File: src/hdl/lnf_pkg.sv
// Shared types, widths and codes for the layer normalisation forward block.
`default_nettype none
package lnf_pkg;

    // Field and accumulator widths.
    localparam int DATA_W  = 16;
    localparam int CNT_W   = 13;
    localparam int SUM_W   = 28;
    localparam int SSQ_W   = 42;
    localparam int RSTD_W  = 32;
    localparam int EPS_W   = 32;
    localparam int PROD_W  = 55;
    localparam int NN_W    = 26;
    localparam int DIV_NW  = 65;
    localparam int DIV_DW  = 56;
    localparam int DIV_CW  = 7;
    localparam int SQRT_W  = 64;
    localparam int SQRT_IW = 5;
    localparam int ADDR_W  = 4;

    localparam logic [EPS_W-1:0] EPS_RESET = 32'd168;

    // Register index within the configuration space.
    typedef enum logic [1:0] {
        REG_EPSILON   = 2'd0,
        REG_USE_GAMMA = 2'd1,
        REG_USE_BETA  = 2'd2
    } reg_idx_t;

    typedef enum logic {
        OP_STATS = 1'b0,
        OP_NORM  = 1'b1
    } op_t;

    typedef enum logic {
        KIND_STATS = 1'b0,
        KIND_NORM  = 1'b1
    } kind_t;

    typedef enum logic [1:0] {
        DIV_MEAN = 2'd0,
        DIV_VAR  = 2'd1,
        DIV_RSQ  = 2'd2
    } div_sel_t;

    typedef enum logic [3:0] {
        ST_IDLE,
        ST_LATCH,
        ST_MEAN_GO,
        ST_MEAN_WAIT,
        ST_NSQ_LO,
        ST_NSQ_HI,
        ST_VAR_GO,
        ST_VAR_WAIT,
        ST_RSQ_GO,
        ST_RSQ_WAIT,
        ST_SQRT,
        ST_STAT_OUT,
        ST_NORM1,
        ST_NORM2,
        ST_NORM_OUT
    } state_t;

    // Commands from the controller to the datapath.
    typedef struct packed {
        logic     accept;
        logic     acc;
        logic     latch;
        logic     div_start;
        div_sel_t div_sel;
        logic     mean_store;
        logic     nsq_lo;
        logic     nsq_hi;
        logic     var_store;
        logic     sqrt_init;
        logic     sqrt_step;
        logic     stat_out;
        logic     norm1;
        logic     norm2;
        logic     norm_out;
    } cmd_t;

    // Status from the datapath to the controller.
    typedef struct packed {
        logic div_done;
        logic sqrt_last;
        logic out_free;
    } status_t;

endpackage
`default_nettype wire

File: src/hdl/lnf_ctrl.sv
// Controller that sequences accumulation, row close and normalisation.
`default_nettype none
module lnf_ctrl (
    input  wire logic               clk,
    input  wire logic               rst_n,
    input  wire logic               in_valid,
    input  wire logic               in_op,
    input  wire logic               in_last,
    output logic                    in_ready,
    input  wire lnf_pkg::status_t   sts,
    output lnf_pkg::cmd_t           cmd
);

    lnf_pkg::state_t state_reg, state_next;

    // State register.
    always_ff @(posedge clk or negedge rst_n)
    begin
        if (!rst_n)
        begin
            state_reg <= lnf_pkg::ST_IDLE;
        end
        else
        begin
            state_reg <= state_next;
        end
    end

    // Next state and commands.
    always_comb
    begin
        state_next  = state_reg;
        cmd         = '0;
        cmd.div_sel = lnf_pkg::DIV_MEAN;
        in_ready    = 1'b0;
        case (state_reg)
            lnf_pkg::ST_IDLE:
            begin
                in_ready = 1'b1;
                if (in_valid)
                begin
                    cmd.accept = 1'b1;
                    if (in_op == lnf_pkg::OP_STATS)
                    begin
                        cmd.acc = 1'b1;
                        if (in_last)
                        begin
                            state_next = lnf_pkg::ST_LATCH;
                        end
                    end
                    else
                    begin
                        state_next = lnf_pkg::ST_NORM1;
                    end
                end
            end
            lnf_pkg::ST_LATCH:
            begin
                cmd.latch  = 1'b1;
                state_next = lnf_pkg::ST_MEAN_GO;
            end
            lnf_pkg::ST_MEAN_GO:
            begin
                cmd.div_start = 1'b1;
                cmd.div_sel   = lnf_pkg::DIV_MEAN;
                state_next    = lnf_pkg::ST_MEAN_WAIT;
            end
            lnf_pkg::ST_MEAN_WAIT:
            begin
                if (sts.div_done)
                begin
                    cmd.mean_store = 1'b1;
                    state_next     = lnf_pkg::ST_NSQ_LO;
                end
            end
            lnf_pkg::ST_NSQ_LO:
            begin
                cmd.nsq_lo = 1'b1;
                state_next = lnf_pkg::ST_NSQ_HI;
            end
            lnf_pkg::ST_NSQ_HI:
            begin
                cmd.nsq_hi = 1'b1;
                state_next = lnf_pkg::ST_VAR_GO;
            end
            lnf_pkg::ST_VAR_GO:
            begin
                cmd.div_start = 1'b1;
                cmd.div_sel   = lnf_pkg::DIV_VAR;
                state_next    = lnf_pkg::ST_VAR_WAIT;
            end
            lnf_pkg::ST_VAR_WAIT:
            begin
                if (sts.div_done)
                begin
                    cmd.var_store = 1'b1;
                    state_next    = lnf_pkg::ST_RSQ_GO;
                end
            end
            lnf_pkg::ST_RSQ_GO:
            begin
                cmd.div_start = 1'b1;
                cmd.div_sel   = lnf_pkg::DIV_RSQ;
                state_next    = lnf_pkg::ST_RSQ_WAIT;
            end
            lnf_pkg::ST_RSQ_WAIT:
            begin
                if (sts.div_done)
                begin
                    cmd.sqrt_init = 1'b1;
                    state_next    = lnf_pkg::ST_SQRT;
                end
            end
            lnf_pkg::ST_SQRT:
            begin
                cmd.sqrt_step = 1'b1;
                if (sts.sqrt_last)
                begin
                    state_next = lnf_pkg::ST_STAT_OUT;
                end
            end
            lnf_pkg::ST_STAT_OUT:
            begin
                if (sts.out_free)
                begin
                    cmd.stat_out = 1'b1;
                    state_next   = lnf_pkg::ST_IDLE;
                end
            end
            lnf_pkg::ST_NORM1:
            begin
                cmd.norm1  = 1'b1;
                state_next = lnf_pkg::ST_NORM2;
            end
            lnf_pkg::ST_NORM2:
            begin
                cmd.norm2  = 1'b1;
                state_next = lnf_pkg::ST_NORM_OUT;
            end
            lnf_pkg::ST_NORM_OUT:
            begin
                if (sts.out_free)
                begin
                    cmd.norm_out = 1'b1;
                    state_next   = lnf_pkg::ST_IDLE;
                end
            end
            default:
            begin
                state_next = lnf_pkg::ST_IDLE;
            end
        endcase
    end

    a_done_in_wait: assert property (@(posedge clk) disable iff (!rst_n)
        $rose(sts.div_done) |-> (state_reg == lnf_pkg::ST_MEAN_WAIT
                                 || state_reg == lnf_pkg::ST_VAR_WAIT
                                 || state_reg == lnf_pkg::ST_RSQ_WAIT))
        else $error("division finished outside a wait state");

endmodule
`default_nettype wire

File: config.mk
export PLATFORM = sky130hd
export DESIGN_NAME = lnf_ctrl
export DESIGN_NICKNAME = d
export VERILOG_FILES = /design/src/hdl/lnf_pkg.sv /design/src/hdl/lnf_ctrl.sv
export SDC_FILE = /design/constraint.sdc
export NUM_CORES = 1
export LEC_CHECK = 0
export BUFFER_PORTS_ARGS = -buffer_cell sky130_fd_sc_hd__clkbuf_2
export CORE_AREA = 10 10 47 49
export DETAILED_ROUTE_END_ITERATION = 12
export DIE_AREA = 0 0 57 59
export GPL_TIMING_DRIVEN = 0
export PLACE_DENSITY = 0.72
export SYNTH_ARGS = -nofsm -noshare
export SYNTH_HDL_FRONTEND = slang
export SYNTH_SLANG_ARGS = --single-unit
File: constraint.sdc
create_clock -name clk -period 2.8 [get_ports clk]
set_clock_uncertainty 0.15 [all_clocks]
set_input_delay 0.14 -clock clk [delete_from_list [all_inputs] [get_ports clk]]
set_output_delay 0.14 -clock clk [all_outputs]
set_load 0.005 [all_outputs]
==> impl_metrics.yaml <==
run_status:
  status: "completed"
sta:
  worst_slew_pin_slew_ns: 0.3902
  fin_crit_ns: 1.815
  fmax_mhz: 550.9
  min_period_over_period_pct: 64.83
  hold_viol: 0
  slew_viol_final: 0
  rsz0062_at_grt: "no"
  tns_ns: 0
  slew_headroom_pct: 73.99
  setup-violations-final: 0
synth:
  synth_cell_types: 31
  synth-compound-area-share_pct: 18.18
  synth_fa_ha_area_share_pct: 0
  yosysSeqAreaShare_pct: 20.20
  yosysMostFrequentCell: "nor2_1"
  syn_inst: 66
  synth-edff-count: 0
  yosys.area_share.xor_xnor_pct: 0
  synth_common_cells: "nor2_1 (12), nor3_1 (8), dfrtp_1 (4), nand2_1 (4)"
  yosys.area.top_type: "dfrtp_1"
  async_flop_share_pct: 100.0
  syn-cell-area_sq_um: 495.5
  syn_area_per_cell_sq_um: 7.507
  synth-simple-area-share_pct: 36.36
  ys_ff_latch: 4
  muxShareOfSynthArea_pct: 13.13
  synth_top_area_share_pct: 20.20
  synthesis.nets: 74
  synth_ff_type: "dfrtp_1"
  synth_area_leaders: "dfrtp_1 (20%), mux2_4 (9.1%), nor2_1 (9.1%), nor3_1 (8.1%), buf_6 (4.5%)"
  synth_top_family_by_area: "simple AND/OR/NAND/NOR gates"
  ys_warn_count: 0
pwr:
  clkPwrFrac_pct: 9.1
  switching_share_pct: 46.71
  power_leakage_uw: 0.0003282
  p_seq_share_pct: 15.0
  power_frac_comb_pct: 75.9
  intPower_uw: 415.5
  ir_drop_v: 0.0004741
  power.density_nw_per_um2: 1167
  switchingPower_uw: 364.2
final_layout:
  nFillCells: 149
  drive_gt1_share_pct: 39.36
  largest_register_ffs: 4
  area_delta_synth_final_pct: 34.85
  insertedDiodeCount: 0
  nNetsFinal: 104
  finalNonFillerCells: 110
floorplanning:
  fp.dieW_um: 57
  fp.dieArea_sq_um: 3363
  coreArea_sq_um: 1401
  start_util_pct: 35.36
  rows: 14
  io_pins: 25
  dieHeight_um: 59
drt:
  drt-pass1-iter-count: 4
  drc: 0
  routed_wl_mm: 1.454
  antenna_left: 0
  num_vias: 569
  avgViaCountPerCell: 5.173
  wl_per_cell_um: 13.22
  drt_iter0_drc: 1
place:
  gp_congestion: 0.8333
  port_buffers: 24
  dp.cells: 106
  hpwl_mm: 1.132
clock_tree:
  clockBufferDepth: 2
  cts_tree: "yes"
  clkLatencyLatePin_ns: 0.24
  htree_levels: 1
  cts_sinks: 4
  clk_pin_slew_ns: 0.04
  cts_buffers: 3
  root_buffer: "clkbuf_4"
job:
  maxCapViolations: 0
worst_setup_path:
  start_kind: "flip-flop"
  crit_arrival_ns: 1.53
  cp-end-kind: "primary output"
  cp-startpoint: "state_reg[1]"
  worstPathRequired_ns: 2.51
  reg2reg_from: "state_reg[2]"
  critPathKind: "flip-flop to primary output"
  critPathMaxFanout: 10
grt:
  grt_usage_pct: 8.286
  gr-total-overflow: 0
  grt_start_max_net_pins: 11
  grt_antenna_before_repair: 0
  grt_pass1_vias: 571
  grt_pass1_wl_mm: 2.311
min_path:
  holdCritPathClass: "input pin to asynchronous set/reset pin"
## layer usage
| layer | GRT usage, % | wire length [um] |
|---|---|---|
| met5 | 0 | 0 |
| met1 | 9.724 | 702 |
| met4 | 6.040 | 29 |
| met3 | 1.931 | 101 |
| met2 | 12.87 | 621 |
## path summary, 6_finish.rpt
check	end	slack (ns)	depth (start not counted)
max in group asynchronous	state_reg[0]	2.26	2
worst min register to register	state_reg[3]	0.61	2
worst min-delay path	state_reg[3]	0.12	2
min in group clk	state_reg[2]	0.27	5
worst max-delay path	cmd[9]	0.98	5
worst max register to register	state_reg[0]	1.06	5
## logic make-up after synthesis
family	count (synthesis)
AOI/OAI and AO/OA	12
muxes	5
buffers and inverters	10
and+or+nand+nor	35
DFF	4
## cell usage in the layout (no fill, tap or decap), drive strengths merged
master,count
mux2i,2
a211oi,1
buf,4
o22ai,1
and4bb,1
nand2b,3
inv,4
and2,1
or2b,1
mux2,3
a31oi,2
nand3,2
o21ai,2
dfrtp,4
a22oi,1
nand2,4
a21oi,1
dlygate4sd3,1
nor4,1
nor2,12
o221ai,2
a211o,1
clkbuf,29
nor2b,1
nor3,8
a32oi,1
or2,1
## critical path, cell delays in order (launching register included)
cell and delay [ns]:
dfrtp_1 0.38, buf_6 0.15, clkbuf_1 0.32, nand3_1 0.15, nor3_1 0.15, clkbuf_2 0.14
## stage by stage
| step | hold slack [ns] | instance area, sq um | worst slack, ns | total power, uW | util (%) |
|---|---|---|---|---|---|
| final | 0.1189 | 668.1 | 0.9849 | 779.7 | 47.68 |
| after detailed placement | -0.2029 | 635.6 | 1.074 | 706.3 | 45.36 |
| after global routing | 0.1092 | 668.1 | 0.8117 | 850.1 | 47.68 |
| after global placement | -0.2054 | 635.6 | 1.079 | 694.6 | 45.36 |
| after floorplan | -0.3056 | 495.5 | 1.143 | 564.8 | - |
| after CTS | 0.1056 | 668.1 | 0.9726 | 782.2 | 47.68 |
## power groups by stage
stage / clock network, uW / logic [uW] / registers (uW)
after CTS: 73.3 / 591 / 118
after floorplan: 0 / 453 / 112
after global placement: 0 / 578 / 117
final: 70.6 / 592 / 117
after global routing: 77.7 / 649 / 124
after detailed placement: 0 / 588 / 118
## cell type report
cell class | instances | area [sq um] | share of cell area (%)
flip-flops and latches | 4 | 100.1 | 14.98
clock buffers | 3 | 22.52 | 3.371
multi-input cells | 52 | 335.3 | 50.19
repair buffers | 25 | 130.1 | 19.48
inverters | 4 | 15.01 | 2.247
well taps | 16 | 20.02 | 2.996
plain buffers | 6 | 45.04 | 6.742
## what timing repair did
action,CTS,global route
hold buffers,1,0
setup buffers,0,0
endpoints found under the hold margin,4,0
resized for setup,0,0
Note: power is estimated with default switching activity, not from simulation.
